$ cat config.mk
export PLATFORM = sky130hd
export DESIGN_NAME = c2p_cell
export DESIGN_NICKNAME = d
export VERILOG_FILES = /design/src/sv/c2p_pkg.sv /design/src/sv/c2p_cell.sv
export SDC_FILE = /design/constraint.sdc
export NUM_CORES = 1
export LEC_CHECK = 0
export BUFFER_PORTS_ARGS = -buffer_cell sky130_fd_sc_hd__buf_2
export CORE_MARGIN = 10
export CORE_UTILIZATION = 27
export DETAILED_ROUTE_END_ITERATION = 10
export GPL_TIMING_DRIVEN = 0
export PLACE_DENSITY_LB_ADDON = 0.12
export SYNTH_ARGS = -nofsm -noshare
export SYNTH_HDL_FRONTEND = slang
export SYNTH_SLANG_ARGS = --single-unit
$ cat constraint.sdc
create_clock -name clk -period 10.1 [get_ports clk]
set_clock_uncertainty 0.1 [all_clocks]
set_input_delay 2.02 -clock clk [delete_from_list [all_inputs] [get_ports clk]]
set_output_delay 2.02 -clock clk [all_outputs]
set_load 0.02 [all_outputs]
$ cat src/sv/c2p_pkg.sv
// Package for the Cartesian-to-polar range/azimuth block.
// Holds the CORDIC angle table, gain and rounding constants and the
// pipeline control type. No dependencies.
`default_nettype none

package c2p_pkg;

  // Guard fraction bits added to the coordinates inside the CORDIC.
  localparam int GUARD_BITS = 8;

  // Result field widths.
  localparam int RANGE_W = 25;
  localparam int AZ_W    = 16;

  // Largest range value; larger results saturate here.
  localparam logic [RANGE_W-1:0] RANGE_MAX = {RANGE_W{1'b1}};

  // Reciprocal of the CORDIC limit gain, as a fraction of 2^32.
  localparam logic [31:0] INV_GAIN_Q32 = 32'h9B74EDA8;

  // Half a turn in the 32-bit angle format.
  localparam logic [31:0] HALF_TURN = 32'h8000_0000;

  // Half an LSB of the 16-bit azimuth, in the 32-bit angle format.
  localparam logic [31:0] AZ_ROUND = 32'h0000_8000;

  // atan(2^-i) in units of 2^-32 of a full turn, rounded to nearest.
  localparam logic [31:0] ATAN_TURN [32] = '{
    32'h20000000, 32'h12E4051E, 32'h09FB385B, 32'h051111D4,
    32'h028B0D43, 32'h0145D7E1, 32'h00A2F61E, 32'h00517C55,
    32'h0028BE53, 32'h00145F2F, 32'h000A2F98, 32'h000517CC,
    32'h00028BE6, 32'h000145F3, 32'h0000A2FA, 32'h0000517D,
    32'h000028BE, 32'h0000145F, 32'h00000A30, 32'h00000518,
    32'h0000028C, 32'h00000146, 32'h000000A3, 32'h00000051,
    32'h00000029, 32'h00000014, 32'h0000000A, 32'h00000005,
    32'h00000003, 32'h00000001, 32'h00000001, 32'h00000000
  };

  // Control that travels with every pipeline stage.
  typedef struct packed {
    logic valid;  // stage holds a transaction
    logic zero;   // the two points coincide
  } ctl_t;

endpackage

`default_nettype wire

$ cat src/sv/c2p_cell.sv
// One CORDIC vectoring micro-rotation with its output register.
// The shift amount and table angle are fixed by IDX. Uses c2p_pkg.
`default_nettype none

module c2p_cell #(
  parameter int XW  = 35,
  parameter int IDX = 0
) (
  input  wire                   clk,
  input  wire                   rst_n,
  input  wire                   en,
  input  c2p_pkg::ctl_t         ctl_in,
  input  wire signed [XW-1:0]   x_in,
  input  wire signed [XW-1:0]   y_in,
  input  wire [31:0]            z_in,
  output c2p_pkg::ctl_t         ctl_r,
  output logic signed [XW-1:0]  x_r,
  output logic signed [XW-1:0]  y_r,
  output logic [31:0]           z_r
);

  logic signed [XW-1:0] xs;
  logic signed [XW-1:0] ys;
  logic signed [XW-1:0] x_nxt;
  logic signed [XW-1:0] y_nxt;
  logic [31:0]          z_nxt;

  // Arithmetic shifts floor; the sign of y picks the direction.
  always_comb begin
    xs = x_in >>> IDX;
    ys = y_in >>> IDX;
    if (!y_in[XW-1]) begin
      x_nxt = x_in + ys;
      y_nxt = y_in - xs;
      z_nxt = z_in + c2p_pkg::ATAN_TURN[IDX];
    end else begin
      x_nxt = x_in - ys;
      y_nxt = y_in + xs;
      z_nxt = z_in - c2p_pkg::ATAN_TURN[IDX];
    end
  end

  // Control register.
  always_ff @(posedge clk) begin
    if (!rst_n) begin
      ctl_r <= '0;
    end else if (en) begin
      ctl_r <= ctl_in;
    end
  end

  // Payload registers.
  always_ff @(posedge clk) begin
    if (en) begin
      x_r <= x_nxt;
      y_r <= y_nxt;
      z_r <= z_nxt;
    end
  end

endmodule

`default_nettype wire

# [Word-level counts from Yosys, hierarchy flattened]
# Cells that the tools add are included.
[word_totals] out_inout_bits=104 register_bits=104 input_bits=107 word_cells=13
[classes] mux=3 add_sub_neg=5
[ops] op="$mux W35" count=2
[ops] op="$sub A35 B35 Y35" count=2
[ops] op="$add A35 B35 Y35" count=1
[ops] op="$add A32 B30 Y32 const B" count=1
[ops] op="$mux W32" count=1
[ops] op="$sub A32 B30 Y32 const B" count=1

# [Longest topological paths before layout]
[logic_depth] word_depth=2 depth_mapped=12 ltp_nobuf=12

# [Worst setup path after synthesis]
# No wires, ideal clock.
[synth_path] path_kind="input to register" start="input x_in[0]" end="register x_r[30] (data pin)" t_arrival_ns=4.317 path_slack_ns=5.424 cell_stages=11 required_ns=9.741 path_cell_list="ha_1 > fa_1 > nor2b_1 > o21ai_0 > a31oi_1 > o21ai_2 > o21ai_1 > or4b_1 > a31o_1 > mux2i_1 > xnor2_1"
[synth_via] elab_chain_len=2
[synth_lines] item="from (decl)" line_no="c2p_cell.sv:13" rtl="input wire signed [XW-1:0] x_in,"
[synth_lines] item="$add A35 B35 Y35 / $sub A35 B35 Y35 (equally long branches)" line_no="c2p_cell.sv:33, c2p_cell.sv:37"
[synth_lines] item="$mux W35 *" line_no="c2p_cell.sv:32" rtl="if (!y_in[XW-1]) begin"
[synth_lines] item="via x_nxt[30]" line_no="c2p_cell.sv:24" rtl="logic signed [XW-1:0] x_nxt;"
[synth_lines] item="to (signal assigned)" line_no="c2p_cell.sv:55" rtl="x_r <= x_nxt;"
[synth_lines] item="to (decl)" line_no="c2p_cell.sv:17" rtl="output logic signed [XW-1:0] x_r,"
# The timed path passes the listed nets; every way through them passes the cells marked *.
# A chain may end at the register's enable or synchronous reset.

# [Worst setup path after layout]
[layout_path] start="input x_in[4]" end="register x_r[34] (data pin)"
# Same word-level chain as after synthesis.

==> impl_metrics.toml <==
[routing]
route.met2.wl_mm = 17.00
wl_met1_mm = 18.10
vias_per_cell = 5.082
vias = 8945
initialDrtViolationCount = 645
drc = 0
wirelength_mm = 38.17
ant_nets = 0
highest_layer = "met4"
dr_wl_met3_mm = 2.066
firstDrtPassIters = 5
wire_per_inst_um = 21.69

[clock_tree]
cts_setup_buffers = 0
clock-sinks = 103
clockBufferDepth = 2
clkLatencyLatePin_ns = 0.37
ctsResizeCount = 0
numCtsBuffers = 9
cts.clk_slew.worst_paths_ns = 0.07
cts_hold_buf = 0
htree_levels = 3
cts_tree = "done"
root_buffer = "clkbuf_16"

[synthesis]
ys_ff_latch = 103
synth-adder-area-share_pct = 14.48
yosysUniqueCellTypes = 71
synth-compound-area-share_pct = 24.05
synthMuxAreaShare_pct = 2.030
synthCells = 1078
seq_area_frac_synth_pct = 32.80
ys_warn_count = 0
synth-xor-area-share_pct = 6.263
syn_avg_cell_area_um2 = 8.691
synth_top_family_by_area = "compound AO/OA/AOI/OAI gates"
syn_area_mm2 = 0.009369
synth_edf_count = 101
synth_nets = 1291
async_flop_share_pct = 0
yosys.area_share.simple_pct = 13.65
synth-main-ff-cell = "edfxtp_1"

[place]
placed_area_mm2 = 0.01102
dp.cells = 1744
port_buffers = 210
dpl.hpwl_mm = 30.70
place_congestion = 0.9071

[setup_path]
arrival_ns = 5.34
slowest_delay_ns = 0.51
slowest_stage = "nor4_1"
end_kind = "flop"
cp.required_ns = 10.12
crit_top_cell = "o21ai_0"
start_kind = "input pin"
cp.buffers_inverters = 3
r2r_setup_slack_ns = 9.41
critPathTopFamily = "compound AO/OA/AOI/OAI gates"
crit_fanout = 10
crit_path_cell_trace = "buf_2 > inv_1 > ha_1 > buf_4 > a21oi_1 > nor2b_1 > nor4_1 > o21ai_0 > a31oi_1 > o21ai_0 > o211ai_1 > o21ai_1 > xor2_1"
path_class = "input pin to flop"

[global_route]
first_global_vias = 8991
grt_pass1_wl_mm = 56.27
grt_max_degree = 64
grt_util_all_layers_pct = 17.55
antenna_found_initial = 1
grt_overflow = 0

[layout]
syn2layout_area_growth_pct = 20.77
design_area_mm2 = 0.01131
insertedDiodeCount = 0
fin_nets = 1513
stdcell_count = 1760
drive_above_1_share_pct = 19.77
fillers = 3698

[die]
die-area_mm2 = 0.04255
die_y_um = 206.3
core_area_mm2 = 0.03437
num_io_pins = 211
fp-row-count = 68
start_util_pct = 27.26
die_w_um = 206.3

[status]
status = "completed"

[timing]
worstMarginPinSlew_ns = 1.005
hold_viol = 0
fin_crit_sh_pct = 52.65
max-slew-margin-rel_pct = 33.00
fin_crit_ns = 5.317
rsz0062_at_grt = "no"
fmax_mhz = 188.1
slew_viol_final = 0
setup_tns_ns = 0
finalSetupViolCount = 0

[power]
ir_drop_uv = 89.56
leakagePower_nw = 4.986
powerDensity_mw_per_mm2 = 138.8

[min_path]
hp-class = "flop to flop"

[flow_run]
drv_cap = 0
## final timing paths
kind | end | startpoint | cells after the start
max | x_r[34]$_DFFE_PP_ | x_in[4] | 13
min | ctl_r[0]$_SDFFE_PN0P_ | ctl_r[0]$_SDFFE_PN0P_ | 2
max reg2reg | ctl_r[0]$_SDFFE_PN0P_ | ctl_r[0]$_SDFFE_PN0P_ | 2
min reg2reg | ctl_r[0]$_SDFFE_PN0P_ | ctl_r[0]$_SDFFE_PN0P_ | 2
## cells in the mapped netlist (10+ instances only)
cell type  number  area share (%)
buf_2          12            0.64
xor2_1         12             1.1
nor3_1         25             1.3
clkbuf_1       24            0.96
nor2_1         82             3.3
nand4_1        14            0.93
ha_1          102              14
a31oi_1        18             1.2
o21bai_1       18             1.4
a21oi_1       116             6.2
nand3_1        14            0.75
a21o_1         23             1.8
o211ai_1       12            0.96
a211oi_1       17             1.4
o21ai_0        77             4.1
edfxtp_1      101              32
mux2i_1        19             2.0
nand2_1        68             2.7
inv_1         108             4.3
nor2b_1        18             1.2
xnor2_1        55             5.1
o31ai_1        10            0.80
## flip-flops by register name, summed over array words and instances (netlist names)
signal and cells:
ctl_r 2, x_r 35, y_r 34, z_r 32
## per-layer routing
metal | vias up | global-route usage [%]
met4 | 0 | 6.750
met2 | 312 | 27.49
li1 | 4311 | -
met5 | - | 0
met1 | 4277 | 23.90
met3 | 45 | 2.476
## power by group
part | total (mW) | switching (mW) | internal [mW]
registers | 0.563 | 0.0138 | 0.549
clock network | 0.372 | 0.178 | 0.194
logic | 0.636 | 0.425 | 0.211
total | 1.57 | 0.617 | 0.953
## cell families (layout without fill, tap and decap cells)
kind of cell | after synthesis | in the layout
AOI/OAI and AO/OA | 357 | 357
and+or+nand+nor | 267 | 267
buffers and inverters | 159 | 386
adders and majority gates | 106 | 106
DFF | 103 | 103
xor gates and xnor gates | 67 | 67
muxes | 19 | 19
## layout make-up
class                      instances  area (um^2)  area share [%]
clock inverter                     6        66.31          0.5861
sequential                       103         3073           27.16
tap                              455        569.3           5.032
clock buffer                      10        229.0           2.024
timing repair buffer             211         1081           9.554
buffer                            47        210.2           1.858
inverter                         112        420.4           3.716
multi-input combinational        816         5665           50.07
## cells in the final DEF, fill, tap and decap left out, types with 8 or more instances in the layout
cell type  instances
nand3_1           14
nand4_1           14
edfxtp_1         101
mux2i_1           19
o21ai_0           77
clkbuf_1          25
nand2_1           68
inv_1            108
o21bai_1          18
nor2_1            82
nand2b_1           9
nor2b_1           18
clkbuf_16          9
o31ai_1           10
o211ai_1          12
a31oi_1           18
o21ai_1            8
ha_1             102
buf_2            221
a21o_1            23
xor2_1            12
xnor2_1           55
a21oi_1          116
a211oi_1          17
nor3_1            25
## per-stage QoR
step           util (%)  power [mW]  setup slack [ns]  hold slack, ns
6_report          32.92       1.571             4.783          0.4168
5_1_grt           32.92       1.664             4.699          0.4505
4_1_cts           32.92       1.588             4.864          0.4262
3_5_place_dp      32.06       1.204             4.451          0.4026
3_3_place_gp      31.97       1.207             4.432          0.4004
2_1_floorplan         -      0.9651             5.424          0.4893
## worst register-to-register path, cell delays in order, from the launching register on
cell and delay, ns:
dfxtp_1 0.31, mux2i_1 0.12, nor2b_1 0.06
(Power assumes the default switching activity.)
