--- src/sv/c2p_pkg.sv ---
// Package for the Cartesian-to-polar range/azimuth block.
// Holds the CORDIC angle table, gain and rounding constants and the
// pipeline control type. No dependencies.
`default_nettype none

package c2p_pkg;

  // Guard fraction bits added to the coordinates inside the CORDIC.
  localparam int GUARD_BITS = 8;

  // Result field widths.
  localparam int RANGE_W = 25;
  localparam int AZ_W    = 16;

  // Largest range value; larger results saturate here.
  localparam logic [RANGE_W-1:0] RANGE_MAX = {RANGE_W{1'b1}};

  // Reciprocal of the CORDIC limit gain, as a fraction of 2^32.
  localparam logic [31:0] INV_GAIN_Q32 = 32'h9B74EDA8;

  // Half a turn in the 32-bit angle format.
  localparam logic [31:0] HALF_TURN = 32'h8000_0000;

  // Half an LSB of the 16-bit azimuth, in the 32-bit angle format.
  localparam logic [31:0] AZ_ROUND = 32'h0000_8000;

  // atan(2^-i) in units of 2^-32 of a full turn, rounded to nearest.
  localparam logic [31:0] ATAN_TURN [32] = '{
    32'h20000000, 32'h12E4051E, 32'h09FB385B, 32'h051111D4,
    32'h028B0D43, 32'h0145D7E1, 32'h00A2F61E, 32'h00517C55,
    32'h0028BE53, 32'h00145F2F, 32'h000A2F98, 32'h000517CC,
    32'h00028BE6, 32'h000145F3, 32'h0000A2FA, 32'h0000517D,
    32'h000028BE, 32'h0000145F, 32'h00000A30, 32'h00000518,
    32'h0000028C, 32'h00000146, 32'h000000A3, 32'h00000051,
    32'h00000029, 32'h00000014, 32'h0000000A, 32'h00000005,
    32'h00000003, 32'h00000001, 32'h00000001, 32'h00000000
  };

  // Control that travels with every pipeline stage.
  typedef struct packed {
    logic valid;  // stage holds a transaction
    logic zero;   // the two points coincide
  } ctl_t;

endpackage

`default_nettype wire

--- src/sv/c2p_gain.sv ---
// Gain correction and output formatting: multiply by 1/K in two 32-bit
// partial products, then round, saturate and hold the result. Uses c2p_pkg.
`default_nettype none

module c2p_gain #(
  parameter int XW = 35
) (
  input  wire                           clk,
  input  wire                           rst_n,
  input  wire                           en,
  input  c2p_pkg::ctl_t                 ctl_in,
  input  wire signed [XW-1:0]           x_in,
  input  wire [31:0]                    z_in,
  output logic                          valid_r,
  output logic [c2p_pkg::RANGE_W-1:0]   range_r,
  output logic [c2p_pkg::AZ_W-1:0]      azimuth_r
);

  localparam int HIW  = (XW > 32) ? XW - 32 : 1;
  localparam int MAGW = 32 + HIW;
  localparam int PW   = HIW + 34;

  logic [XW-1:0]        mag;
  logic [MAGW-1:0]      mag_ext;
  logic [HIW+31:0]      hi_prod;
  logic [63:0]          lo_prod;
  c2p_pkg::ctl_t        ctl_m_r;
  logic [HIW+31:0]      hi_prod_r;
  logic [31:0]          lo_top_r;
  logic [31:0]          z_m_r;
  logic [PW-1:0]        prod;
  logic [PW-1:0]        range_full;
  logic [31:0]          z_rnd;
  logic [c2p_pkg::RANGE_W-1:0] range_nxt;
  logic [c2p_pkg::AZ_W-1:0]    azimuth_nxt;

  // Partial products of the clamped magnitude and the inverse gain.
  always_comb begin
    mag     = x_in[XW-1] ? '0 : XW'(x_in);
    mag_ext = MAGW'(mag);
    hi_prod = (HIW+32)'(mag_ext[MAGW-1:32]) * (HIW+32)'(c2p_pkg::INV_GAIN_Q32);
    lo_prod = 64'(mag_ext[31:0]) * 64'(c2p_pkg::INV_GAIN_Q32);
  end

  // Product stage registers.
  always_ff @(posedge clk) begin
    if (!rst_n) begin
      ctl_m_r <= '0;
    end else if (en) begin
      ctl_m_r <= ctl_in;
    end
  end

  always_ff @(posedge clk) begin
    if (en) begin
      hi_prod_r <= hi_prod;
      lo_top_r  <= lo_prod[63:32];
      z_m_r     <= z_in;
    end
  end

  // Sum, drop the guard bits rounding half up, saturate, round the angle.
  always_comb begin
    prod       = PW'(hi_prod_r) + PW'(lo_top_r);
    range_full = (prod + PW'(1 << (c2p_pkg::GUARD_BITS - 1))) >> c2p_pkg::GUARD_BITS;
    z_rnd      = z_m_r + c2p_pkg::AZ_ROUND;
    if (range_full > PW'(c2p_pkg::RANGE_MAX)) begin
      range_nxt = c2p_pkg::RANGE_MAX;
    end else begin
      range_nxt = range_full[c2p_pkg::RANGE_W-1:0];
    end
    if (ctl_m_r.zero) begin
      range_nxt   = '0;
      azimuth_nxt = '0;
    end else begin
      azimuth_nxt = z_rnd[31:32-c2p_pkg::AZ_W];
    end
  end

  // Output register.
  always_ff @(posedge clk) begin
    if (!rst_n) begin
      valid_r <= 1'b0;
    end else if (en) begin
      valid_r <= ctl_m_r.valid;
    end
  end

  always_ff @(posedge clk) begin
    if (en) begin
      range_r   <= range_nxt;
      azimuth_r <= azimuth_nxt;
    end
  end

endmodule

`default_nettype wire

--- config.mk ---
export PLATFORM = sky130hd
export DESIGN_NAME = c2p_gain
export DESIGN_NICKNAME = d
export VERILOG_FILES = /design/src/sv/c2p_pkg.sv /design/src/sv/c2p_gain.sv
export SDC_FILE = /design/constraint.sdc
export NUM_CORES = 1
export LEC_CHECK = 0
export BUFFER_PORTS_ARGS = -buffer_cell sky130_fd_sc_hd__clkbuf_2
export CORE_ASPECT_RATIO = 0.6
export CORE_MARGIN = 5
export CORE_UTILIZATION = 45
export DETAILED_ROUTE_END_ITERATION = 10
export GPL_TIMING_DRIVEN = 0
export SETUP_SLACK_MARGIN = 0.4
export SLEW_MARGIN = 0
export SYNTH_ARGS = -nofsm -noshare
export SYNTH_HDL_FRONTEND = slang
export SYNTH_SLANG_ARGS = --single-unit
--- constraint.sdc ---
create_clock -name clk -period 10.2 [get_ports clk]
set_input_delay 1.02 -clock clk [delete_from_list [all_inputs] [get_ports clk]]
set_output_delay 1.02 -clock clk [all_outputs]
set_load 0.005 [all_outputs]
* Word level (Yosys, flattened, before mapping)
Cells that the tools add are included.
Widths: inputs -> output; s select.
** Operators by class
- $mul :: 2
- Magnitude comparators :: 1
- Multiplexer cells :: 2
- $add $sub $neg :: 3
** Operators by type and width (count)
- $mul 32x29->61 const B :: 1
- $add 36x8->37 const B :: 1
- $add 35x32->36 :: 1
- $mux 34 :: 1
- $add 32x16->32 const B :: 1
- $mul 2x29->31 const B :: 1
- $gt 29x25->1 const B :: 1
- $mux 25 :: 1
** Word-level totals
- Logic and storage cells :: 16
- Flip-flop bits (word level) :: 140
- Output and inout bits :: 42

* Longest topological paths before layout
- Depth in word-level cells :: 4
- Gate-level depth with buffers :: 29
- Depth with buffers taken out :: 27

* Least setup slack after synthesis
No wires, ideal clock.
- Path kind :: input -> register
- From :: input x_in[34]
- To :: register lo_top_r[17], data pin
- Path buffers :: 2
- Setup time :: 0.258 ns
- Stages on the path :: 27
- Arrival :: 8.327 ns
- Path slack :: 1.615 ns
- Path through :: clkbuf_1 -> clkbuf_1 -> nand2b_1 -> inv_1 -> fa_1 -> inv_1 -> fa_1 -> inv_1 -> fa_1 -> fa_1 -> fa_1 -> fa_1 -> fa_1 -> inv_1 -> fa_1 -> inv_1 -> ha_1 -> a21oi_1 -> a21boi_0 -> a311o_1 -> a221oi_1 -> a21oi_1 -> o2111ai_1 -> a21oi_1 -> a31o_2 -> a21oi_1 -> xnor2_1
** Between the ends
- Longest elaborated chain between the ends :: 2
** Ends and longest elaborated chain
- from (decl) :: line c2p_gain.sv:12 : input wire signed [XW-1:0] x_in,
- $mux 34 :: line c2p_gain.sv:39 : mag = x_in[XW-1] ? '0 : XW'(x_in);
- $mul 32x29->61 :: line c2p_gain.sv:42 : lo_prod = 64'(mag_ext[31:0]) * 64'(c2p_pkg::INV_GAIN_Q32);
- named net lo_prod[49] :: line c2p_gain.sv:26 : logic [63:0] lo_prod;
- to (signal assigned) :: line c2p_gain.sv:57 : lo_top_r <= lo_prod[63:32];
- to (decl) :: line c2p_gain.sv:29 : logic [31:0] lo_top_r;
The timed path passes the listed nets, and every way through them passes these cells.
A chain may end at the register's enable or synchronous reset.

* Worst setup path after layout
Same ends and word-level chain as after synthesis.

==> reports/summary.md <==
The flow ran to the end, and the final reports show no timing, DRC or antenna violations. The area share of the largest cell type after synthesis was 0.391; the pin slew with the least headroom to its limit was 0.902 ns. The kind of cell with the highest combined delay along the critical path is adder cells. Along the worst path, the maximum fanout reaches 10. The run gives 0 as the final hold violation count. The tools report the initial standard-cell utilization of the core as 0.453. The worst setup path category is in -> reg. Startpoint of the lowest-slack hold path: valid_r. The wire length after detailed routing came out at 62,500 um.

The logs give 2880 sq um for the storage element area and 17,400 sq um for the combined area of the multi-input logic cells. The level count of the clock H-tree came out at 3. Top flip-flop cell by instance count after synthesis: sky130_fd_sc_hd__edfxtp_1. The number of antenna violations at the first check in global routing came out at 2. The run gives 2 as the number of buffers on the longest clock path.

The tools report the number of global-route vias before repair as 15,869. The logs give 2,995 for the instance count after placement with tap cells included and 6.18 ns for the slack of the worst reg-to-reg path. TritonCTS built the clock tree. The tools report the die area as 55,800 sq um. For this run, the post-layout net count is 3,266. The number of violations of the max-capacitance limit came out at 0. Destination of the worst register-to-register timing path: range_r[5].

Worst clock skew: 0.0134 ns. The run gives 62 as the maximum number of pins on one net before global-route repair. Summed over all nets, the half-perimeter wirelength after detailed placement is 56,400 um. After synthesis, the cell types taking the most area are sky130_fd_sc_hd__fa_1 (39%), sky130_fd_sc_hd__ha_1 (22%), sky130_fd_sc_hd__edfxtp_1 (12%). The tools report the share of synthesized area occupied by flip-flops and latches as 0.125.

STA classifies the critical path endpoint as a flop. The detailed router finished its first iteration with 940 violations. The worst path in the final design needs a cycle of 9.51 ns, including I/O delays and setup. The detailed router placed 15,233 vias in this run.

The worst setup path is launched from a primary input. The share of the clock period used by the worst path was 0.933. The total track usage is 0.229, and the detail-routed net length per standard cell is 20.6 um.

The logs give 97 for the number of clock sinks and 23,000 sq um for the cell area after synthesis. For this design the top-level I/O count stands at 114. The cell count after synthesis was 2,207.

Counting every net in the synthesized netlist gives 3,137. At the later pin of the worst-skew pair, clock insertion delay measures 0.34 ns. The async set-or-reset flop fraction in the synthesized netlist is 0, and the first-pass detailed-route iteration total is 4. The total overflow left after global routing is 0. The vertical die dimension is 185 um, and the remaining antenna violation count after routing is 0. The top cell types in the final layout, fill and taps aside, are sky130_fd_sc_hd__inv_1 (695), sky130_fd_sc_hd__fa_1 (448), sky130_fd_sc_hd__ha_1 (409).

The layout cell share with drive strength beyond 1 is 0.0756, and the data required time at the worst endpoint is 10.29 ns. Routability-driven placement finished with a final weighted congestion of 0.997. Buffers inserted during clock tree synthesis total 9. For this run, the number of standard cells in the final layout without fillers is 3,035. The core box area is 50,700 sq um, and the site row count is 64. Global-route wire length before repair: 95,700 um. The upper clock frequency limit is 105 MHz, and the relative max-transition margin is 0.396. The worst hold path endpoint is valid_r. The type of the tightest min-delay check was reg -> reg. Top cell type by total area after synthesis: sky130_fd_sc_hd__fa_1. The layout has 4,734 filler cells. The cell depth of the worst hold path works out to 2. Setup repair after global routing left no endpoint under its margin. The worst reg2reg path startpoint was hi_prod_r[32]. CTS placed an instance of sky130_fd_sc_hd__clkbuf_16 at the clock tree root. Compared with the post-synthesis result, the final layout area differs by 8.66%.

For the worst setup path, the data arrival time is 9.60 ns. The post-synthesis cell type count is 52. Leaving out fill and tap cells, the most frequent cell in the layout is sky130_fd_sc_hd__inv_1.

In this run, synthesis produced a sequential element count of 97. For this run, design rule violations remaining after detail routing come to 0. Most used cell along the critical path: sky130_fd_sc_hd__fa_1. For the worst flop-to-flop path, the logic depth is 13. The vias per cell was 5.02; the horizontal die dimension was 302 um.

The number of max-slew violations in the final report came out at 0. The worst-path cell with the longest stage delay is sky130_fd_sc_hd__fa_1. For this run, the number of Yosys warnings is 0.

Clock-pin slew was measured on the worst setup and hold paths at 0.07 ns. Highest cell delay on the worst timing path: 0.72 ns. The synthesized design contains 94 enable-type register cells. The number of buffers and inverters on the critical path works out to 10. The average instance in the mapped netlist occupies 10.4 sq um. Across all hold checks on the routed design, the worst slack comes to 0.546 ns. Count of endpoints failing setup in the final report: 0. Input and output buffers added on the ports amount to 94.
## worst min-delay path, stage by stage, from the launching register on
cell and delay [ns]:
sky130_fd_sc_hd__dfxtp_1 0.31, sky130_fd_sc_hd__mux2i_1 0.13, sky130_fd_sc_hd__nor2b_1 0.06
## state kept, by name, indices dropped and copies added, names as in the netlist
signal,cells
hi_prod_r,7
lo_top_r,29
z_m_r,17
azimuth_r,16
range_r,25
ctl_m_r,2
valid_r,1
## how the worst max path moves through the flow
stage | from | end | slack, ns | depth (start not counted)
6_report | x_in[34] | lo_top_r[17] | 0.69 | 29
5_1_grt | x_in[34] | lo_top_r[27] | 0.40 | 29
4_1_cts | x_in[34] | lo_top_r[29] | 0.47 | 27
3_5_place_dp | x_in[34] | lo_top_r[27] | -0.64 | 29
3_3_place_gp | x_in[34] | lo_top_r[29] | -0.72 | 28
2_1_floorplan | x_in[34] | lo_top_r[17] | 1.61 | 27
## layout make-up
type                       count  area share
tap                          693      0.0347
multi-input combinational   1384       0.699
inverter                     703       0.107
clock buffer                   9     0.00902
buffer                        23     0.00436
antenna                        1    0.000100
sequential                    97       0.115
clock inverter                 7     0.00386
timing repair buffer         118      0.0270
## synthesized netlist by cell type (all sizes together) (6+ instances only)
library cell / number
a21oi: 95
o21bai: 9
nand3: 20
and3: 10
and4: 6
clkbuf: 20
nand2b: 34
ha: 409
a21o: 30
xnor2: 42
o21ai: 30
nand2: 43
fa: 449
and2: 9
edfxtp: 94
nor2: 55
xor2: 42
nor3: 6
inv: 703
nand4: 10
nor2b: 31
## routing by layer
metal / vias up / GRT usage / part of all wire
met3: 29 / 0.114 / 0.13
met4: 4 / 0.0181 / 0.0060
met2: 537 / 0.294 / 0.37
met1: 7606 / 0.358 / 0.49
met5: - / 0 / 0.00043
li1: 7057 / - / -
## logic make-up (layout without fill, tap and decap cells)
kind of cell               count (synthesis)  after routing  synth area share
AOI/OAI and AO/OA                        210            210            0.0570
xor gates and xnor gates                  84             84            0.0320
adders and majority gates                858            858             0.614
buffers and inverters                    726            860             0.119
DFF                                       97             97             0.125
muxes                                      3              3           0.00131
other                                      0              1                 0
and+or+nand+nor                          229            229            0.0509
## metrics by stage
stage               setup WS (ns)  setup TNS, ns   util  instance area (sq um)
floorplan                    1.61              0      -                  23000
global placement           -0.717          -7.99  0.480                  24300
detailed placement         -0.644          -7.94  0.480                  24300
CTS                         0.465              0  0.489                  24800
global route                0.401              0  0.492                  25000
finish                      0.687              0  0.492                  25000
## timing repair
action                     4_1_cts  5_1_grt
setup buffers                   11       12
setup endpoints to repair       21       16
hold buffers                     0        0
pin swaps                        0        1
resized for setup               14       24
cloned                           0        0
hold endpoints to repair         0        0
Power is left out: the tool's default activity adds up to more than one toggle a clock period on the data nets, which glitch-free logic cannot reach.
