**config.mk**
```make
export PLATFORM = sky130hd
export DESIGN_NAME = c2p_front
export DESIGN_NICKNAME = d
export VERILOG_FILES = /design/src/sv/c2p_pkg.sv /design/src/sv/c2p_front.sv
export SDC_FILE = /design/constraint.sdc
export NUM_CORES = 1
export LEC_CHECK = 0
export BUFFER_PORTS_ARGS = -buffer_cell sky130_fd_sc_hd__buf_2
export CAP_MARGIN = 20
export CORE_UTILIZATION = 54
export CTS_BUF_LIST = sky130_fd_sc_hd__clkbuf_4 sky130_fd_sc_hd__clkbuf_8
export DETAILED_ROUTE_END_ITERATION = 16
export GPL_ROUTABILITY_DRIVEN = 0
export PLACE_DENSITY = 0.84
export SLEW_MARGIN = 30
export SYNTH_ARGS = -nofsm -noshare
export SYNTH_HDL_FRONTEND = slang
export SYNTH_SLANG_ARGS = --single-unit
```
**constraint.sdc**
```tcl
create_clock -name clk -period 4.5 [get_ports clk]
set_input_delay 0.225 -clock clk [delete_from_list [all_inputs] [get_ports clk]]
set_output_delay 0.225 -clock clk [all_outputs]
set_load 0.005 [all_outputs]
```
**src/sv/c2p_pkg.sv**
```systemverilog
// Package for the Cartesian-to-polar range/azimuth block.
// Holds the CORDIC angle table, gain and rounding constants and the
// pipeline control type. No dependencies.
`default_nettype none

package c2p_pkg;

  // Guard fraction bits added to the coordinates inside the CORDIC.
  localparam int GUARD_BITS = 8;

  // Result field widths.
  localparam int RANGE_W = 25;
  localparam int AZ_W    = 16;

  // Largest range value; larger results saturate here.
  localparam logic [RANGE_W-1:0] RANGE_MAX = {RANGE_W{1'b1}};

  // Reciprocal of the CORDIC limit gain, as a fraction of 2^32.
  localparam logic [31:0] INV_GAIN_Q32 = 32'h9B74EDA8;

  // Half a turn in the 32-bit angle format.
  localparam logic [31:0] HALF_TURN = 32'h8000_0000;

  // Half an LSB of the 16-bit azimuth, in the 32-bit angle format.
  localparam logic [31:0] AZ_ROUND = 32'h0000_8000;

  // atan(2^-i) in units of 2^-32 of a full turn, rounded to nearest.
  localparam logic [31:0] ATAN_TURN [32] = '{
    32'h20000000, 32'h12E4051E, 32'h09FB385B, 32'h051111D4,
    32'h028B0D43, 32'h0145D7E1, 32'h00A2F61E, 32'h00517C55,
    32'h0028BE53, 32'h00145F2F, 32'h000A2F98, 32'h000517CC,
    32'h00028BE6, 32'h000145F3, 32'h0000A2FA, 32'h0000517D,
    32'h000028BE, 32'h0000145F, 32'h00000A30, 32'h00000518,
    32'h0000028C, 32'h00000146, 32'h000000A3, 32'h00000051,
    32'h00000029, 32'h00000014, 32'h0000000A, 32'h00000005,
    32'h00000003, 32'h00000001, 32'h00000001, 32'h00000000
  };

  // Control that travels with every pipeline stage.
  typedef struct packed {
    logic valid;  // stage holds a transaction
    logic zero;   // the two points coincide
  } ctl_t;

endpackage

`default_nettype wire

```
**src/sv/c2p_front.sv**
```systemverilog
// Front stage: difference of the two points, guard bits and half-plane
// pre-rotation so that x is non-negative. Uses c2p_pkg.
`default_nettype none

module c2p_front #(
  parameter int COORD_WIDTH = 24,
  parameter int XW          = 35
) (
  input  wire                          clk,
  input  wire                          rst_n,
  input  wire                          en,
  input  wire                          in_valid,
  input  wire signed [COORD_WIDTH-1:0] own_x,
  input  wire signed [COORD_WIDTH-1:0] own_y,
  input  wire signed [COORD_WIDTH-1:0] ref_x,
  input  wire signed [COORD_WIDTH-1:0] ref_y,
  output c2p_pkg::ctl_t                ctl_r,
  output logic signed [XW-1:0]         x_r,
  output logic signed [XW-1:0]         y_r,
  output logic [31:0]                  z_r
);

  localparam int EXT = XW - COORD_WIDTH - 1 - c2p_pkg::GUARD_BITS;

  logic signed [COORD_WIDTH:0] dx;
  logic signed [COORD_WIDTH:0] dy;
  logic signed [XW-1:0]        xg;
  logic signed [XW-1:0]        yg;
  c2p_pkg::ctl_t               ctl_nxt;
  logic signed [XW-1:0]        x_nxt;
  logic signed [XW-1:0]        y_nxt;
  logic [31:0]                 z_nxt;

  // Exact difference in one extra bit, then scale by the guard bits.
  always_comb begin
    dx = {own_x[COORD_WIDTH-1], own_x} - {ref_x[COORD_WIDTH-1], ref_x};
    dy = {own_y[COORD_WIDTH-1], own_y} - {ref_y[COORD_WIDTH-1], ref_y};
    xg = {{EXT{dx[COORD_WIDTH]}}, dx, {c2p_pkg::GUARD_BITS{1'b0}}};
    yg = {{EXT{dy[COORD_WIDTH]}}, dy, {c2p_pkg::GUARD_BITS{1'b0}}};
  end

  // Negative x: rotate by half a turn by negating both coordinates.
  always_comb begin
    ctl_nxt.valid = in_valid;
    ctl_nxt.zero  = (dx == '0) && (dy == '0);
    if (dx[COORD_WIDTH]) begin
      x_nxt = -xg;
      y_nxt = -yg;
      z_nxt = c2p_pkg::HALF_TURN;
    end else begin
      x_nxt = xg;
      y_nxt = yg;
      z_nxt = '0;
    end
  end

  // Control register.
  always_ff @(posedge clk) begin
    if (!rst_n) begin
      ctl_r <= '0;
    end else if (en) begin
      ctl_r <= ctl_nxt;
    end
  end

  // Payload registers.
  always_ff @(posedge clk) begin
    if (en) begin
      x_r <= x_nxt;
      y_r <= y_nxt;
      z_r <= z_nxt;
    end
  end

endmodule

`default_nettype wire

```
**Word-level counts from Yosys, hierarchy flattened**

Index checks and enable logic that the tools add are counted.

- Bits in read-only memories: 0
- Register bits: 104
- Output and inout port bits: 104
- Memories: 0
- Word-level logic and storage cells: 17
- Bits in latches: 0
- Memory bits (writable): 0
- Bits of input ports: 100

- Reduce and logical (&&, ||, !) cells: 3
- Bitwise operators: 0
- Div/mod/pow operators: 0
- Order comparisons: 0
- Equality and inequality tests: 0
- Multipliers: 0
- Multiplexer cells: 3
- Shift-type cells: 0
- $add $sub $neg: 4

Operators with widths:

| cell | number |
|---|---|
| 33-bit negator with 35-bit output | 2 |
| 32-bit 2-to-1 mux | 2 |
| 25-bit logical NOT | 2 |
| 24-bit by 24-bit subtractor with 25-bit output | 2 |
| 35-bit 2-to-1 mux | 1 |
| 1-bit logical AND | 1 |

**Depth between registers and ports, before layout**

Gate-level depths: netlist of run 1.

- Word-level depth: 3
- Gate-level depth with buffers: 15
- Depth with buffers taken out: 13

**Least setup slack after synthesis of run 1**

OpenSTA, ideal clock, no wires.

- Kind: input to register
- From: input port own_x[0]
- To: register x_r[31], data pin
- Path buffers: 0
- Slack: 1269 ps
- Data arrival time: 2968 ps
- Library setup time: 263 ps
- Stages on the path: 12
- Data required time: 4237 ps
- Cell sequence: inv_1 > ha_1 > fa_1 > nand2b_1 > a21oi_1 > o21a_1 > a21o_2 > xnor2_1 > or4_1 > or4_4 > o41ai_2 > xnor2_1

- Longest elaborated chain between the ends: 3

RTL lines:

| item | RTL line | source |
|---|---|---|
| start: declaration | c2p_front.sv:13 | `input wire signed [COORD_WIDTH-1:0] own_x,` |
| 24-bit by 24-bit subtractor with 25-bit output * | c2p_front.sv:36 | `dx = {own_x[COORD_WIDTH-1], own_x} - {ref_x[COORD_WIDTH-1], ref_x};` |
| 33-bit negator with 35-bit output | c2p_front.sv:47 | `x_nxt = -xg;` |
| 32-bit 2-to-1 mux * | c2p_front.sv:46 | `if (dx[COORD_WIDTH]) begin` |
| named net x_nxt[31] | c2p_front.sv:30 | `logic signed [XW-1:0] x_nxt;` |
| end signal: assignment | c2p_front.sv:69 | `x_r <= x_nxt;` |
| end: declaration | c2p_front.sv:18 | `output logic signed [XW-1:0] x_r,` |

The timed path passes the listed nets; every way through them passes the cells marked *.
A chain may end at the register's enable or synchronous reset.

**Final worst setup path of run 1**

- From: input port ref_y[7]
- To: register y_r[31], data pin

- Longest elaborated chain between the ends: 3

RTL lines:

| item | RTL line | source |
|---|---|---|
| start: declaration | c2p_front.sv:16 | `input wire signed [COORD_WIDTH-1:0] ref_y,` |
| 24-bit by 24-bit subtractor with 25-bit output * | c2p_front.sv:37 | `dy = {own_y[COORD_WIDTH-1], own_y} - {ref_y[COORD_WIDTH-1], ref_y};` |
| 33-bit negator with 35-bit output | c2p_front.sv:48 | `y_nxt = -yg;` |
| 35-bit 2-to-1 mux * | c2p_front.sv:46 |  |
| named net y_nxt[31] | c2p_front.sv:31 | `logic signed [XW-1:0] y_nxt;` |
| end signal: assignment | c2p_front.sv:70 | `y_r <= y_nxt;` |
| end: declaration | c2p_front.sv:19 | `output logic signed [XW-1:0] y_r,` |

Marked as above.

==> flow_summary_export.csv, run 1 <==
group,metric,value,unit
synthesis,yosysUniqueCellTypes,81,
power,ir_worst_vdd,242,µV
layout,area_growth,14.3,%
worst_hold_path,hold_path.class,"in2reg",
global_routing,grt_util_all_layers,23.6,%
critical_path,crit_arrival,3.43,ns
synthesis,synth_edf_count,55,
global_routing,grt_pass1_wl,24.3,mm
floorplanning,chipWidth,111,µm
layout,final_cell_mix,"buf_2, a21oi_1, inv_1",
critical_path,max_stage_delay,0.54,ns
clock_network,clock_path_buffers,2,
clock_network,cts_resized,0,
routing,drtIter0Drc,430,
sta,rsz0062_at_grt,"no",
critical_path,crit_type,"in2reg",
power,p_leak,3.44,nW
floorplanning,core,0.0115,mm²
sta,fin_crit,3.36,ns
synthesis,synth.avg_cell_area,8.28,µm²
power,powerDensity,300,mW/mm²
global_routing,grt_pass1_vias,5381,
layout,antenna_cells,0,
sta,fin_skew,0,ns
routing,vias,6067,
clock_network,cts.sinks,57,
placed_design,io_buffers,156,
routing,routed_wl,14.6,mm
clock_network,cts_setup_buffers,0,
synthesis,seq_area_frac_synth,26.4,%
routing,drt_pre_antenna_iters,6,
floorplanning,die_area,0.0123,mm²
routing,vias_per_cell,5.66,
placed_design,place_ws,0.901,ns
layout,drive_gt1_share,21.6,%
global_routing,grt_max_degree,59,
synthesis,synthArstFlopShare,0,%
critical_path,cp_max_fo,8,
floorplanning,initial_core_util,55.8,%
critical_path,cp-end-kind,"flop",
routing,routedWlPerCell,13.7,µm
placed_design,hpwlAfterDp,11.5,mm
sta,hold_viol,0,
floorplanning,fp.dieH,111,µm
critical_path,slowest_stage,"a21oi_1",
routing,drc_errors,0,
clock_network,clkTransAtPathRegs,0.07,ns
sta,hold_ws,0.169,ns
sta,fin_ws,1.14,ns
clock_network,insertion_delay,0.32,ns
floorplanning,rows,39,
routing,drt.antenna.violating_nets,0,
synthesis,synth_ff_type,"edfxtp_1",
sta,finalSetupViolations,0,
critical_path,worst_ep_required_time,4.58,ns
sta,tns,0,ns
clock_network,hold_buffers,0,
global_routing,antenna_found_initial,0,
synthesis,syn_inst,773,
clock_network,tritoncts,"yes",
synthesis,ys.warnings.count,0,
sta,clock.fmax,0.298,GHz
flow_run,maxCapViolations,0,
critical_path,startpoint_type,"primary input",
clock_network,root_buffer,"clkbuf_8",
synthesis,syn_area,0.00640,mm²
clock_network,numCtsBuffers,9,
sta,worst_pin_slew,0.771,ns
layout,layout_commonest_cell,"buf_2",
status,status,"finished, final reports clean",
sta,slew_headroom,48.6,%
global_routing,overflow,0,
sta,finalCritPeriodShare,74.6,%
synthesis,synth_seq_cells,57,
clock_network,cts_max_level,3,
floorplanning,io_pins,204,
sta,maxSlewViolCount,0,
critical_path,worstPathCellList,"buf_2, inv_1, ha_1, and2_1, nand3_1, a21oi_1, o21ai_0, a2111oi_2, nand4_1, nor3_1, a41oi_1, xnor2_1",
layout,nets,1076,
==> sequential cells by signal, indices dropped and copies added (netlist names) <==
name / count
z_r: 1
y_r: 27
x_r: 27
ctl_r: 2
==> synth_stat cells, drive strengths merged, types with 5 or more instances <==
cell type | number | area, µm²
a21oi | 71 | 359
inv | 68 | 255
nand2 | 56 | 210
edfxtp | 55 | 1650
nor2 | 53 | 199
buf | 51 | 379
ha | 50 | 626
o21ai | 42 | 210
xnor2 | 33 | 289
xor2 | 31 | 272
nor3 | 24 | 125
a21o | 18 | 136
clkbuf | 16 | 70.1
nand3 | 16 | 80.1
o21a | 11 | 82.6
and2 | 10 | 65.1
and3 | 10 | 62.6
nand4 | 9 | 56.3
nor2b | 8 | 50.1
o211ai | 8 | 60.1
a21boi | 7 | 56.3
or2 | 7 | 43.8
or3 | 7 | 45.1
a211oi | 6 | 45.0
and4 | 6 | 53.8
nand2b | 6 | 37.5
nor4 | 6 | 37.5
o221ai | 6 | 52.6
a211o | 5 | 45.0
a31oi | 5 | 31.3
mux2i | 5 | 50.1
o211a | 5 | 50.1
==> final timing paths <==
kind                                from       end  slack, ns  depth (start not counted)
worst min register to register  ctl_r[0]  ctl_r[0]       0.51                          2
worst min-delay path            in_valid  ctl_r[1]       0.17                          3
worst max register to register  ctl_r[1]  ctl_r[1]       3.89                          2
worst max-delay path            ref_y[7]   y_r[31]       1.14                         12
==> layout make-up <==
| class | count | area, µm² |
|---|---|---|
| Inverter | 68 | 255 |
| Fill cell | 1010 | 4150 |
| Timing Repair Buffer | 159 | 803 |
| Clock buffer | 10 | 131 |
| Tap cell | 143 | 179 |
| Clock inverter | 5 | 71.3 |
| Multi-Input combinational cell | 629 | 4190 |
| Sequential cell | 57 | 1690 |
==> power by group <==
part | internal [mW] | switching [mW] | total, mW
Clock | 0.309 | 0.189 | 0.499
Sequential | 0.734 | 0.0393 | 0.773
Combinational | 0.397 | 0.530 | 0.927
Total | 1.44 | 0.758 | 2.20
==> cells by family (layout without fill, tap and decap cells) <==
group	Yosys count	count (layout)	share of synthesized area, %
adders and majority gates	52	52	10.4
xor gates and xnor gates	64	64	8.75
other	1	49	0.0586
buffers and inverters	135	242	11.0
AOI/OAI and AO/OA	225	225	23.7
and+or+nand+nor	233	233	18.7
DFF	57	57	26.4
muxes	6	6	0.957
==> through the flow <==
| stage | power, mW | std cells | cell area, µm² | util (%) |
|---|---|---|---|---|
| after floorplan | 1.43 | 821 | 6580 | - |
| after global placement | 1.68 | 1056 | 7120 | 62.1 |
| after detailed placement | 1.70 | 1056 | 7120 | 62.1 |
| after CTS | 2.20 | 1071 | 7320 | 63.8 |
| after global routing | 2.35 | 1071 | 7320 | 63.8 |
| final | 2.20 | 1071 | 7320 | 63.8 |
==> critical path: cells and delay by family <==
family / cells / cell delay (ns)
AOI/OAI and AO/OA: 4 / 1.59
and+or+nand+nor: 4 / 0.92
adders and majority gates: 1 / 0.42
xor gates and xnor gates: 1 / 0.16
buffers and inverters: 2 / 0.12
==> per-layer routing <==
metal	track usage (%)	up-vias	part of all wire (%)
li1	-	3033	-
met1	33.1	2797	47
met2	37.8	223	46
met3	3.99	14	6.6
met4	5.87	0	1.1
met5	0	-	0
No activity file was read; power rests on OpenSTA's default activity.
==> run 2, diff against run 1 <==
- CORE_UTILIZATION: 54 -> 49
- PLACE_DENSITY: 0.84 -> 0.8
- clock period: 4.5 -> 2.8 ns (I/O delays scaled with it)
==> flow_summary_export.csv, run 2 (same netlist as run 1, synthesis figures left out) <==
group,metric,value,unit
clock_network,root_buffer,"clkbuf_8",
sta,hold_ws,0.0614,ns
sta,slew_headroom,56.6,%
placed_design,io_buffers,156,
clock_network,insertion_delay,0.33,ns
sta,finalCritPeriodShare,99.8,%
floorplanning,initial_core_util,50.5,%
worst_hold_path,hold_path.class,"in2reg",
sta,worst_pin_slew,0.644,ns
routing,drt_pre_antenna_iters,6,
power,p_leak,4.45,nW
floorplanning,chipWidth,116,µm
sta,fin_crit,2.79,ns
floorplanning,rows,41,
layout,layout_commonest_cell,"buf_4",
routing,drtIter0Drc,474,
clock_network,numCtsBuffers,9,
sta,rsz0062_at_grt,"yes",
critical_path,worst_ep_required_time,2.90,ns
sta,maxSlewViolCount,0,
layout,drive_gt1_share,40.5,%
critical_path,cp-end-kind,"flop",
routing,routed_wl,18.1,mm
critical_path,crit_type,"in2reg",
layout,final_cell_mix,"buf_4, buf_2, inv_1",
floorplanning,core,0.0127,mm²
global_routing,grt_util_all_layers,25.7,%
clock_network,clock_path_buffers,2,
power,seq_power_share,29.1,%
routing,routedWlPerCell,14.2,µm
sta,tns,0,ns
critical_path,startpoint_type,"primary input",
floorplanning,io_pins,204,
layout,nets,1257,
global_routing,grt_pass1_vias,6171,
power,combPwrFrac,50.2,%
routing,vias,6920,
floorplanning,fp.dieH,116,µm
placed_design,place_area,0.00869,mm²
power,p_clk_share,20.6,%
critical_path,cp_max_fo,5,
layout,antenna_cells,0,
routing,drt.antenna.violating_nets,0,
clock_network,clkTransAtPathRegs,0.08,ns
sta,hold_viol,0,
sta,fin_ws,0.00624,ns
status,status,"finished, final reports clean",
clock_network,cts_max_level,3,
power,p_switching,1.49,mW
placed_design,placed_cells,1257,
flow_run,maxCapViolations,0,
global_routing,antenna_found_initial,0,
layout,seq_area,0.00169,mm²
power,p_int,2.76,mW
routing,drc_errors,0,
power,switching_share,35.1,%
global_routing,grt_max_degree,25,
power,powerDensity,455,mW/mm²
placed_design,hpwlAfterDp,14.1,mm
clock_network,tritoncts,"yes",
critical_path,crit_arrival,2.89,ns
layout,largestRegisters,"x_r x27, y_r x27, ctl_r x2",
routing,vias_per_cell,5.40,
placed_design,place_ws,-0.539,ns
power,p_total,4.25,mW
layout,final_core_util,73.8,%
global_routing,overflow,0,
layout,area_growth,46.1,%
power,ir_worst_vdd,347,µV
clock_network,cts.sinks,57,
sta,fin_skew,0,ns
layout,n_fill_cell,941,
floorplanning,die_area,0.0135,mm²
sta,clock.fmax,0.358,GHz
layout,multi_input_area,0.00473,mm²
layout,fin_cells,1282,
global_routing,grt_pass1_wl,27.9,mm
layout,finish.instance_area,0.00935,mm²
sta,finalSetupViolations,0,
run 2: power by group through the flow:
stage	Combinational [mW]	Clock [mW]	Sequential, mW
after detailed placement	1.96	0	1.25
after CTS	2.00	0.891	1.24
after global routing	2.33	0.919	1.25
after floorplan	1.10	0	1.26
final	2.14	0.878	1.24
after global placement	1.91	0	1.25
run 2: critical path: stages:
cell      delay [ns]
buf_6           0.10
inv_4           0.05
ha_4            0.21
o211ai_1        0.33
a21oi_4         0.08
buf_6           0.14
o211a_4         0.23
or4_1           0.46
nand3b_1        0.13
nand3b_1        0.11
or4_4           0.59
o41ai_4         0.23
xnor2_1         0.09
run 2: final timing paths:
check	startpoint	to	slack, ns	cells after the start
setup / recovery	ref_x[3]	x_r[31]	0.006	13
hold / removal	in_valid	ctl_r[1]	0.06	3
setup reg to reg	ctl_r[0]	ctl_r[0]	2.20	2
hold reg to reg	ctl_r[1]	ctl_r[1]	0.52	2
run 2: repair_timing:
| item | in CTS | in global routing |
|---|---|---|
| resized for setup | 12 | 54 |
| buffers inserted | 1 | 8 |
| setup endpoints to repair | 8 | 26 |
| pin swaps | 8 | 34 |
| endpoints found under the hold margin | 0 | 0 |
| hold buffers | 0 | 0 |
run 2: area by class of cell:
| cell class | instances | share of cell area, % |
|---|---|---|
| well taps | 172 | 2.30 |
| inverters | 68 | 2.86 |
| multi-input cells | 629 | 50.6 |
| clock inverters | 7 | 1.10 |
| clock buffers | 9 | 1.32 |
| flip-flops and latches | 57 | 18.1 |
| repair buffers | 340 | 23.8 |
run 2: per-layer routing:
layer / vias up / wire length (µm) / global-route usage (%)
met5: - / 0 / 0
met4: 0 / 382 / 5.56
met2: 287 / 8670 / 44.7
met1: 3205 / 7910 / 33.3
li1: 3392 / - / -
met3: 36 / 1190 / 4.41
